$ cat config.mk
export PLATFORM = sky130hd
export DESIGN_NAME = pwm_prescale_period_duty_calc_top
export DESIGN_NICKNAME = d
export VERILOG_FILES = /design/src/design/ppdc_pkg.sv /design/src/design/ppdc_div.sv /design/src/design/pwm_prescale_period_duty_calc_top.sv
export SDC_FILE = /design/constraint.sdc
export NUM_CORES = 2
export LEC_CHECK = 0
export BUFFER_PORTS_ARGS = -buffer_cell sky130_fd_sc_hd__buf_2
export CAP_MARGIN = 30
export CELL_PAD_IN_SITES_DETAIL_PLACEMENT = 1
export CELL_PAD_IN_SITES_GLOBAL_PLACEMENT = 1
export CORE_AREA = 5 5 263 265
export CTS_CLUSTER_SIZE = 40
export DETAILED_ROUTE_END_ITERATION = 10
export DIE_AREA = 0 0 268 270
export GPL_TIMING_DRIVEN = 1
export PLACE_DENSITY = 0.86
export SYNTH_ARGS = -nofsm -noshare
export SYNTH_HDL_FRONTEND = slang
export SYNTH_HIERARCHICAL = 1
export SYNTH_SLANG_ARGS = --single-unit
$ cat constraint.sdc
create_clock -name clock -period 16.5 [get_ports clock]
set_input_delay 3.3 -clock clock [delete_from_list [all_inputs] [get_ports clock]]
set_output_delay 3.3 -clock clock [all_outputs]
set_load 0.01 [all_outputs]
$ cat src/design/ppdc_pkg.sv
// Package for the PWM prescaler and period calculator.
// Holds field widths, opcodes, error codes and the divider handshake types.
// No dependencies.
package ppdc_pkg;

   localparam int CLK_KHZ_W   = 23;
   localparam int FREQ_W      = 20;
   localparam int DUTY_W      = 10;
   localparam int CHAN_W      = 3;
   localparam int SHIFT_W     = 3;
   localparam int COUNTER_W   = 16;
   localparam int COMPARE_W   = 17;
   localparam int PRODUCT_W   = 27;
   localparam int DIVIDEND_W  = 32;
   localparam int DIVISOR_W   = 20;
   localparam int BITLEN_W    = 5;
   localparam int RECIP_W      = 27;
   localparam int RECIP_PROD_W = PRODUCT_W + RECIP_W;
   localparam int RECIP_SHIFT  = 36;

   localparam logic [9:0]  HZ_PER_KHZ = 10'd1000;
   localparam logic [9:0]  DUTY_SCALE = 10'd1000;
   localparam logic [4:0]  MAX_SHIFT  = 5'd7;

   // The rounded-up value of 2^36 / 1000 gives an exact quotient for every duty product.
   localparam logic [RECIP_W-1:0] DUTY_RECIP = 27'd68719477;

   localparam logic [1:0] OP_SET_FREQ = 2'd0;
   localparam logic [1:0] OP_SET_DUTY = 2'd1;
   localparam logic [1:0] OP_SET_BOTH = 2'd2;

   localparam logic [1:0] ERR_NONE      = 2'd0;
   localparam logic [1:0] ERR_ZERO_FREQ = 2'd1;
   localparam logic [1:0] ERR_PRESCALE  = 2'd2;
   localparam logic [1:0] ERR_NO_FREQ   = 2'd3;

   typedef struct packed {
      logic                    start;
      logic [DIVIDEND_W-1:0]   dividend;
      logic [DIVISOR_W-1:0]    divisor;
   } div_req_type;

   typedef struct packed {
      logic                    done;
      logic [DIVIDEND_W-1:0]   quotient;
   } div_rsp_type;

endpackage

$ cat src/design/ppdc_div.sv
// Serial restoring divider, one quotient bit per cycle.
// Uses ppdc_pkg for widths and the request and response structs.
module ppdc_div
   import ppdc_pkg::*;
(
   input  logic        clock,
   input  logic        reset,
   input  div_req_type div_req,
   output div_rsp_type div_rsp
);

   localparam int CNT_W = $clog2(DIVIDEND_W);

   logic [DIVISOR_W-1:0]  rem_ff;
   logic [DIVIDEND_W-1:0] quo_ff;
   logic [DIVISOR_W-1:0]  divisor_ff;
   logic [CNT_W-1:0]      cnt_ff;
   logic                  active_ff;
   logic                  done_ff;

   logic [DIVISOR_W:0]    trial;
   logic                  fits;
   logic [DIVISOR_W:0]    diff;

   always_comb begin
      trial = {rem_ff, quo_ff[DIVIDEND_W-1]};
      fits  = trial >= {1'b0, divisor_ff};
      diff  = trial - {1'b0, divisor_ff};
   end

   always_ff @(posedge clock) begin
      if (reset) begin
         active_ff <= 1'b0;
         done_ff   <= 1'b0;
         cnt_ff    <= '0;
      end else begin
         done_ff <= 1'b0;
         if (div_req.start) begin
            rem_ff     <= '0;
            quo_ff     <= div_req.dividend;
            divisor_ff <= div_req.divisor;
            cnt_ff     <= '0;
            active_ff  <= 1'b1;
         end else if (active_ff) begin
            rem_ff <= fits ? diff[DIVISOR_W-1:0] : trial[DIVISOR_W-1:0];
            quo_ff <= {quo_ff[DIVIDEND_W-2:0], fits};
            cnt_ff <= cnt_ff + 1'b1;
            if (cnt_ff == CNT_W'(DIVIDEND_W - 1)) begin
               active_ff <= 1'b0;
               done_ff   <= 1'b1;
            end
         end
      end
   end

   assign div_rsp.done     = done_ff;
   assign div_rsp.quotient = quo_ff;

endmodule

$ cat src/design/pwm_prescale_period_duty_calc_top.sv
// PWM prescaler, period and compare calculator, top level; uses ppdc_pkg and ppdc_div.
// Set frequency runs the clock multiply and two divisions, set duty the duty multiply and scale,
// set both all of these; a prescaler error ends after the first division, other errors go straight to the result.
// Each division runs the 32-step serial divider; duty scaling is a multiply.
// One item is in flight at a time; the next is accepted the cycle after the result is taken.
// Reset is synchronous: clock_khz returns to 20000 and no frequency is stored.
module pwm_prescale_period_duty_calc_top
   import ppdc_pkg::*;
(
   input  logic        clock,
   input  logic        reset,
   input  logic        csr_valid,
   output logic        csr_ready,
   input  logic [22:0] csr_data,   // clock_khz
   input  logic        req_tvalid,
   output logic        req_tready,
   input  logic [39:0] req_tdata,  // channel, frequency_hz, duty_permille, zero fill
   input  logic [1:0]  req_tuser,  // opcode
   output logic        rsp_tvalid,
   input  logic        rsp_tready,
   output logic [39:0] rsp_tdata,  // prescale_shift, period_count, compare_value, out_channel
   output logic [3:0]  rsp_tuser   // period_written, compare_written, error_code
);

   typedef enum logic [3:0] {
      S_IDLE, S_CLK_MUL, S_Q_START, S_Q_WAIT, S_P_START, S_P_WAIT,
      S_DUTY_MUL, S_C_SCALE, S_RESULT
   } state_type;

   state_type              state_ff, state_in;
   logic [CLK_KHZ_W-1:0]   clock_khz_ff, clock_khz_in;
   logic [1:0]             opcode_ff, opcode_in;
   logic [CHAN_W-1:0]      channel_ff, channel_in;
   logic [FREQ_W-1:0]      freq_ff, freq_in;
   logic [DUTY_W-1:0]      duty_ff, duty_in;
   logic [DIVIDEND_W-1:0]  clk_hz_ff, clk_hz_in;
   logic [SHIFT_W-1:0]     shift_ff, shift_in;
   logic [COUNTER_W-1:0]   period_ff, period_in;
   logic [COMPARE_W-1:0]   compare_ff, compare_in;
   logic                   pw_ff, pw_in;
   logic                   cw_ff, cw_in;
   logic [1:0]             err_ff, err_in;
   logic [PRODUCT_W-1:0]   product_ff, product_in;
   logic [COUNTER_W-1:0]   stored_period_ff, stored_period_in;
   logic                   freq_valid_ff, freq_valid_in;

   logic [32:0]            clk_prod_wide;
   logic [RECIP_PROD_W-1:0] recip_prod;
   logic [DUTY_W-1:0]      duty_sat;
   logic [BITLEN_W-1:0]    bitlen;
   logic [FREQ_W-1:0]      req_freq;
   div_req_type            div_req;
   div_rsp_type            div_rsp;

   ppdc_div u_div (
      .clock   (clock),
      .reset   (reset),
      .div_req (div_req),
      .div_rsp (div_rsp)
   );

   always_comb begin
      clk_prod_wide = 33'(clock_khz_ff) * 33'(HZ_PER_KHZ);
      recip_prod    = RECIP_PROD_W'(product_ff) * RECIP_PROD_W'(DUTY_RECIP);
      duty_sat      = (duty_ff > DUTY_SCALE) ? DUTY_SCALE : duty_ff;
      bitlen        = '0;
      for (int i = 0; i < COUNTER_W; i++) begin
         if (div_rsp.quotient[i]) bitlen = BITLEN_W'(i + 1);
      end
      req_freq = req_tdata[22:3];
   end

   always_comb begin
      div_req.start    = 1'b0;
      div_req.dividend = '0;
      div_req.divisor  = freq_ff;
      unique case (state_ff)
         S_Q_START: begin
            div_req.start    = 1'b1;
            div_req.dividend = {16'd0, clk_hz_ff[31:16]};
         end
         S_P_START: begin
            div_req.start    = 1'b1;
            div_req.dividend = clk_hz_ff >> shift_ff;
         end
         default: begin
            div_req.start = 1'b0;
         end
      endcase
   end

   always_comb begin
      state_in         = state_ff;
      clock_khz_in     = clock_khz_ff;
      opcode_in        = opcode_ff;
      channel_in       = channel_ff;
      freq_in          = freq_ff;
      duty_in          = duty_ff;
      clk_hz_in        = clk_hz_ff;
      shift_in         = shift_ff;
      period_in        = period_ff;
      compare_in       = compare_ff;
      pw_in            = pw_ff;
      cw_in            = cw_ff;
      err_in           = err_ff;
      product_in       = product_ff;
      stored_period_in = stored_period_ff;
      freq_valid_in    = freq_valid_ff;

      if (csr_valid) clock_khz_in = csr_data;

      unique case (state_ff)
         S_IDLE: begin
            if (req_tvalid) begin
               opcode_in  = req_tuser;
               channel_in = req_tdata[2:0];
               freq_in    = req_freq;
               duty_in    = req_tdata[32:23];
               shift_in   = '0;
               period_in  = '0;
               compare_in = '0;
               pw_in      = 1'b0;
               cw_in      = 1'b0;
               err_in     = ERR_NONE;
               unique case (req_tuser) inside
                  OP_SET_FREQ, OP_SET_BOTH: begin
                     if (req_freq == '0) begin
                        err_in   = ERR_ZERO_FREQ;
                        state_in = S_RESULT;
                     end else begin
                        state_in = S_CLK_MUL;
                     end
                  end
                  OP_SET_DUTY: begin
                     if (freq_valid_ff) begin
                        state_in = S_DUTY_MUL;
                     end else begin
                        err_in   = ERR_NO_FREQ;
                        state_in = S_RESULT;
                     end
                  end
                  default: begin
                     state_in = S_RESULT;
                  end
               endcase
            end
         end
         S_CLK_MUL: begin
            clk_hz_in = clk_prod_wide[31:0];
            state_in  = S_Q_START;
         end
         S_Q_START: begin
            state_in = S_Q_WAIT;
         end
         S_Q_WAIT: begin
            if (div_rsp.done) begin
               if (bitlen > MAX_SHIFT) begin
                  err_in   = ERR_PRESCALE;
                  state_in = S_RESULT;
               end else begin
                  shift_in = bitlen[SHIFT_W-1:0];
                  state_in = S_P_START;
               end
            end
         end
         S_P_START: begin
            state_in = S_P_WAIT;
         end
         S_P_WAIT: begin
            if (div_rsp.done) begin
               period_in        = div_rsp.quotient[COUNTER_W-1:0];
               stored_period_in = div_rsp.quotient[COUNTER_W-1:0];
               freq_valid_in    = 1'b1;
               pw_in            = 1'b1;
               state_in         = (opcode_ff == OP_SET_BOTH) ? S_DUTY_MUL : S_RESULT;
            end
         end
         S_DUTY_MUL: begin
            product_in = PRODUCT_W'(duty_sat) *
                         PRODUCT_W'({1'b0, stored_period_ff} + 17'd1);
            state_in   = S_C_SCALE;
         end
         S_C_SCALE: begin
            compare_in = recip_prod[RECIP_SHIFT +: COMPARE_W];
            cw_in      = 1'b1;
            state_in   = S_RESULT;
         end
         S_RESULT: begin
            if (rsp_tready) state_in = S_IDLE;
         end
         default: begin
            state_in = S_IDLE;
         end
      endcase
   end

   always_ff @(posedge clock) begin
      if (reset) begin
         state_ff         <= S_IDLE;
         clock_khz_ff     <= CLK_KHZ_W'(20000);
         stored_period_ff <= '0;
         freq_valid_ff    <= 1'b0;
      end else begin
         state_ff         <= state_in;
         clock_khz_ff     <= clock_khz_in;
         stored_period_ff <= stored_period_in;
         freq_valid_ff    <= freq_valid_in;
      end
      opcode_ff  <= opcode_in;
      channel_ff <= channel_in;
      freq_ff    <= freq_in;
      duty_ff    <= duty_in;
      clk_hz_ff  <= clk_hz_in;
      shift_ff   <= shift_in;
      period_ff  <= period_in;
      compare_ff <= compare_in;
      pw_ff      <= pw_in;
      cw_ff      <= cw_in;
      err_ff     <= err_in;
      product_ff <= product_in;
   end

   assign csr_ready  = 1'b1;
   assign req_tready = (state_ff == S_IDLE);
   assign rsp_tvalid = (state_ff == S_RESULT);
   assign rsp_tdata  = {1'b0, channel_ff, compare_ff, period_ff, shift_ff};
   assign rsp_tuser  = {err_ff, cw_ff, pw_ff};

   // An accepted item keeps the block busy until its result is taken.
   a_busy_after_accept: assert property (@(posedge clock) disable iff (reset)
      req_tvalid && req_tready |=> !req_tready)
      else $error("input accepted again right after an item");

   a_no_overlap: assert property (@(posedge clock) disable iff (reset)
      !(req_tready && rsp_tvalid))
      else $error("input ready while a result is pending");

   a_written_no_error: assert property (@(posedge clock) disable iff (reset)
      rsp_tvalid && (pw_ff || cw_ff) |-> err_ff == ERR_NONE)
      else $error("update flagged together with an error");

   a_compare_range: assert property (@(posedge clock) disable iff (reset)
      rsp_tvalid && cw_ff |-> compare_ff <= 17'd65536 && freq_valid_ff)
      else $error("compare value out of range or without a frequency");

endmodule

== Word-level counts from Yosys, hierarchy flattened ==
Cells that the tools add are included.

* Logic and storage cells: 129
* Output and inout port bits: 47
* Bits in registers: 254

* $lt $le $gt $ge: 3
* Eq/ne operators: 18
* Add/subtract/negate cells: 3
* Bitwise logic cells: 2
* Reduce and logical (&&, ||, !) cells: 20
* $mul: 3
* Shift-type cells: 1
* Muxes and demuxes: 57

{| class="wikitable"
|+ Operators with widths
! operator !! count
|-
| two-way mux 32 bit || 2
|-
| case mux 32 bit (2 select lines) || 1
|-
| multiplier 27 x 27 -> 53 bit (second input constant) || 1
|-
| two-way mux 5 bit || 10
|-
| two-way mux 20 bit || 2
|-
| case mux 4 bit (9 select lines) || 1
|-
| case mux 17 bit (2 select lines) || 1
|-
| two-way mux 16 bit || 2
|-
| two-way mux 4 bit || 8
|-
| case mux 16 bit (2 select lines) || 1
|-
| >> shifter 32 x 3 -> 32 bit || 1
|-
| multiplier 23 x 7 -> 29 bit (second input constant) || 1
|-
| multiplier 10 x 17 -> 27 bit || 1
|-
| >= comparator 21 x 20 -> 1 bit || 1
|-
| logical NOT 20 bit || 1
|-
| subtractor 20 bit || 1
|-
| two-way mux 3 bit || 6
|-
| adder 16 x 1 -> 17 bit (second input constant) || 1
|-
| two-way mux 17 bit || 1
|-
| equality test 4 x 3 -> 1 bit (second input constant) || 4
|-
| two-way mux 2 bit || 6
|-
| AND reduction 4 bit || 3
|-
| > comparator 10 bit (second input constant) || 1
|-
| two-way mux 10 bit || 1
|-
| other kinds (23) || 49
|}

== Depth between registers and ports, before layout ==
* Word-level depth: 20
* Depth in mapped cells: 28
* Gate-level depth less buffers: 24

== Modules after synthesis ==
The synthesis kept the hierarchy.

{| class="wikitable"
|+ Modules (own cells, without submodules)
! module !! cells an instance !! area each (um^2) !! seq. area each (um^2) !! instances
|-
| pwm_prescale_period_duty_calc_top || 2630 || 27010.9 || 4814.6 || 1
|-
| ppdc_div || 396 || 4518.1 || 2302.2 || 1
|}

== Least setup slack after synthesis ==
Ideal clock, no wire load.

* Path type: register to register
* Start point: reg duty_ff[0]
* End point: reg product_ff[25], data pin
* Period minus slack after synthesis: 6.438 ns
* Data required time: 16.242 ns
* Path slack: 10.062 ns
* Arrival: 6.180 ns
* Cell stages (with the launch flop): 26
* Path through: edfxtp_1 -> o31a_1 -> o21bai_1 -> clkbuf_1 -> and2_1 -> clkbuf_1 -> clkbuf_1 -> nand2_1 -> fa_1 -> inv_1 -> fa_1 -> fa_1 -> fa_1 -> inv_1 -> fa_1 -> inv_1 -> ha_1 -> buf_2 -> a21oi_1 -> o21ai_1 -> a311o_1 -> o21ai_2 -> o311a_1 -> o31ai_1 -> a21oi_1 -> xnor2_1

* Longest elaborated chain between the ends: 3

{| class="wikitable"
|+ Ends and longest elaborated chain
! item !! line !! source
|-
| start: declaration || pwm_prescale_period_duty_calc_top.sv:35 || <nowiki>logic [DUTY_W-1:0] duty_ff, duty_in;</nowiki>
|-
| start signal: assignment || pwm_prescale_period_duty_calc_top.sv:212 || <nowiki>duty_ff <= duty_in;</nowiki>
|-
| > comparator 10 bit || pwm_prescale_period_duty_calc_top.sv:65 || <nowiki>duty_sat = (duty_ff > DUTY_SCALE) ? DUTY_SCALE : duty_ff;</nowiki>
|-
| two-way mux 10 bit * || pwm_prescale_period_duty_calc_top.sv:65 ||
|-
| multiplier 10 x 17 -> 27 bit * || pwm_prescale_period_duty_calc_top.sv:179 || <nowiki>product_in = PRODUCT_W'(duty_sat) *</nowiki>
|-
| end signal: assignment || pwm_prescale_period_duty_calc_top.sv:220 || <nowiki>product_ff <= product_in;</nowiki>
|-
| end: declaration || pwm_prescale_period_duty_calc_top.sv:43 || <nowiki>logic [PRODUCT_W-1:0] product_ff, product_in;</nowiki>
|}

Every way passes the cells marked *; elsewhere a longest branch is shown, timed or not.
A chain may end at the register's enable or synchronous reset.

== Final worst setup path ==
* Start point: reg stored_period_ff[0]
* End point: reg product_ff[25], data pin

* Longest elaborated chain between the ends: 2

{| class="wikitable"
|+ Ends and longest elaborated chain
! item !! line !! source
|-
| start: declaration || pwm_prescale_period_duty_calc_top.sv:44 || <nowiki>logic [COUNTER_W-1:0] stored_period_ff, stored_period_in;</nowiki>
|-
| start signal: assignment || pwm_prescale_period_duty_calc_top.sv:206 || <nowiki>stored_period_ff <= stored_period_in;</nowiki>
|-
| adder 16 x 1 -> 17 bit || pwm_prescale_period_duty_calc_top.sv:180 || <nowiki>PRODUCT_W'({1'b0, stored_period_ff} + 17'd1);</nowiki>
|-
| multiplier 10 x 17 -> 27 bit || pwm_prescale_period_duty_calc_top.sv:179 ||
|}

Every way passes these cells.

==> key figures <==
Clock tree
  – Hold buffers post-CTS: 0
  – Postcts setup bufs: 0
  – Sink Count: 254
  – Clk buf depth: 3
  – H-tree depth: 2
  – CTS tree: built
  – Root buffer cell: clkbuf_16
  – Clk slew on worst S/H paths: 0.06 ns
  – Skew-Pair Late Insertion Delay: ~0.57 ns
  – TritonCTS Buffers: 34
  – Post-CTS resize count: 0

Power
  – Power share of the combinational group: 32.3%
  – Sw Ratio: 33.9%
  – Pleak: 16.4 nW
  – Switching power: 0.784 mW
  – Total power: 2.32 mW
  – Peak VDD IR: 0.115 mV
  – Sequential power share: 35.3%
  – Part of the power in the clock network: between 30% and 40%
  – Power per cell area: slightly below 70 mW/mm²
  – P_int: 1.53 mW

Synth
  – Syn avg cell area: between 10 and 15 µm²
  – Cell variety after synth: 94
  – Register bit total from synthesis: 254
  – Mapped cell area: 0.0315 mm²
  – EDFF count, synth: 203
  – Sequential fraction of the synthesis area: 22.6%
  – Post-Syn Instances: 3026
  – Post-Syn Nets: ~4000
  – Synth Warn #: 6
  – Fraction of registers with async set/reset: 0%
  – Ys flop type: edfxtp_1

Outcome
  – Outcome: finished clean

Detailed routing
  – DRC viols: 0
  – Routed wire length per instance: approximately 22 µm
  – Total number of vias: 22700
  – Via/cell ratio: 5.69
  – DRT Pass-1 Iters: 7
  – Initial drt markers: 1205
  – Post-DRT Antenna Nets: 0
  – Drt total wl: 88500 µm

Global route
  – Pin count of the biggest net entering global routing: 51
  – Initial antenna violation count: 4
  – Vias in the first global route: ~26000
  – Tot GR Track Use: 24.6%
  – First-pass GRT wire length: 142000 µm
  – Final global-route overflow total: 0

STA
  – Tmin final: 7.57 ns
  – Max Slew Vio Count: 0
  – Final setup violation count: 0
  – Setup_tns: 0 ns
  – Crit share post-route: 45.9%
  – Layout Skew: 0.0373 ns
  – Tightest Pin Transition: between 1 and 1.5 ns
  – Peak Freq: 132 MHz
  – Endpoints failing hold: 0
  – Unrepaired setup endpoints after global routing: false
  – Worst slew margin: 29.0%

Setup path
  – Crit. End Element: register
  – Startpoint types: register
  – Max FO, Critical Path: 14
  – Reg2reg path depth: 22
  – CP Class: register to register
  – Worst Path Required: around 17 ns
  – Critical Path AT: 7.89 ns

Cells and area
  – Fin nets: between 4000 and 5000
  – Layout cells sized above 1: 8.06%
  – Final core occ: 51.1%
  – Area growth from synthesis to layout: 7.98%

Die
  – Die height: about 270 µm
  – Initial Util: between 40% and 50%
  – Number of I/O pins: 117
  – Core Area: 0.0666 mm²
  – Die Wd: 268 µm
  – Rows: 95
  – Die area: 0.0724 mm²

Placed design
  – Gp weighted congestion: 0.930
  – IO buf count: between 100 and 150
  – Dpl hpwl: 73000 µm

Job
  – Max Cap Violations: 0

Min path
  – Worst hold path type: register to register
  – WHS Path Cells: 0
-- critical path, stage by stage, from the launching register on --
cell	delay, ns
dfxtp_1	0.73
ha_1	0.31
nand3_1	0.17
nor2_1	0.34
xor2_1	0.71
nand2_1	0.20
fa_1	0.59
inv_1	0.06
fa_1	0.53
fa_1	0.45
fa_1	0.55
inv_1	0.06
fa_1	0.54
inv_1	0.05
ha_1	0.39
or2_2	0.17
nand4_1	0.11
nor3_2	0.21
o21ai_2	0.16
o311a_1	0.42
o31ai_1	0.31
a21oi_1	0.14
xnor2_1	0.13
-- per-layer routing --
metal	share of wire, %	routed length [µm]	GRT usage [%]
met1	39	34300	29.0
met2	54	47400	46.1
met3	3.9	3440	2.76
met4	3.9	3410	8.46
met5	0.015	13	0
-- Yosys cell counts, types with 4 or more instances --
library cell | instances | area [µm²]
ha_1 | 435 | 5440
clkbuf_1 | 55 | 206
a31oi_1 | 10 | 62.6
nor3b_1 | 4 | 30.0
a21oi_1 | 123 | 616
xor2_1 | 30 | 263
inv_1 | 540 | 2030
o21bai_1 | 15 | 113
nand2b_1 | 16 | 100
a21o_1 | 40 | 300
o21ai_0 | 74 | 370
a2111oi_0 | 5 | 43.8
nand3_1 | 48 | 240
o21ai_1 | 12 | 60.1
mux2_2 | 33 | 372
and2_1 | 84 | 526
or3_1 | 9 | 56.3
mux2i_1 | 100 | 1000
o31ai_1 | 7 | 52.6
nor2b_1 | 17 | 106
a211oi_1 | 22 | 165
nand2_1 | 227 | 852
nor2_1 | 128 | 480
buf_2 | 10 | 50.1
a311oi_1 | 4 | 35.0
o211ai_1 | 13 | 97.6
a211o_1 | 4 | 35.0
o22ai_1 | 7 | 43.8
o21a_1 | 21 | 158
xnor2_1 | 50 | 438
edfxtp_1 | 203 | 6100
dfxtp_1 | 51 | 1020
nor4_1 | 11 | 68.8
nand4_1 | 28 | 175
or4_1 | 4 | 30.0
and3_1 | 28 | 175
buf_1 | 7 | 26.3
and3_2 | 4 | 30.0
buf_4 | 8 | 60.1
nor3_1 | 33 | 165
fa_1 | 426 | 8530
-- flip-flops by register name, summed over array words and instances (netlist names), 5 cells and up --
register / cells
clock_khz_ff: 23
u_div/quo_ff: 32
u_div/cnt_ff: 5
u_div/divisor_ff: 20
compare_ff: 17
product_ff: 27
u_div/rem_ff: 20
duty_ff: 10
period_ff: 16
clk_hz_ff: 29
freq_ff: 20
stored_period_ff: 16
-- power by group through the flow --
stage	Sequential (mW)	Combinational [mW]	Clock [mW]
final	0.817	0.748	0.750
after global routing	0.822	0.836	0.793
after CTS	0.817	0.753	0.766
after detailed placement	0.830	0.741	0
after global placement	0.826	0.683	0
after floorplan	0.811	0.562	0
-- cell families after synthesis --
logic type / synth area share [%]
AO/OA/AOI/OAI: 8.54
XOR/XNOR: 2.22
adder cells (fa/ha/maj): 44.3
buffers and inverters: 7.70
flip-flops: 22.6
multiplexers: 4.42
other: 0.0238
AND/OR/NAND/NOR: 10.2
-- stage by stage --
| step | std cells | hold slack [ns] | setup WS [ns] | area (µm²) |
|---|---|---|---|---|
| 2_1_floorplan | 3026 | 0.400 | 10.06 | 31500 |
| 3_3_place_gp | 3935 | 0.404 | 9.26 | 32900 |
| 3_5_place_dp | 3937 | 0.406 | 8.92 | 32900 |
| 4_1_cts | 3998 | 0.413 | 8.91 | 34000 |
| 5_1_grt | 3998 | 0.424 | 8.55 | 34000 |
| 6_report | 4000 | 0.412 | 8.93 | 34000 |
-- area by class of cell --
cell class,instances,area (µm²)
Multi-Input combinational cell,2146,22000
Clock inverter,17,148
Tap cell,873,1090
Inverter,542,2030
Fill cell,7362,32500
Sequential cell,254,7120
Clock buffer,44,982
Antenna cell,2,5.00
Timing Repair Buffer,122,656
-- path summary, 6_finish.rpt --
kind	slack (ns)	end	from
min	0.41	u_div/divisor_ff[13]	freq_ff[13]
max reg2reg	8.93	product_ff[25]	stored_period_ff[0]
min reg2reg	0.41	u_div/divisor_ff[13]	freq_ff[13]
max	8.93	product_ff[25]	stored_period_ff[0]
-- cells in the final DEF, fill, tap and decap left out, types with 5 or more instances in the layout --
cell and n:
or3_1 9, nand3_1 48, o31ai_1 7, a21oi_1 123, fa_1 426, nor4_1 11, xor2_1 30, mux2_2 33
xnor2_1 50, o21a_1 21, nor3_1 30, and2_1 84, o21bai_1 15, o211ai_1 13, o21ai_1 12, clkinv_1 6
buf_2 107, clkbuf_16 37, buf_4 13, nand2_1 227, nand2b_1 15, o21ai_0 74, ha_1 435, a21o_1 40
a2111oi_0 5, and3_1 28, mux2i_1 100, nor2_1 126, inv_1 539, edfxtp_1 203, nand4_1 28, dfxtp_1 51
nor2b_1 17, a211oi_1 22, o22ai_1 7, a31oi_1 10
Power figures use the tool's default switching activity.
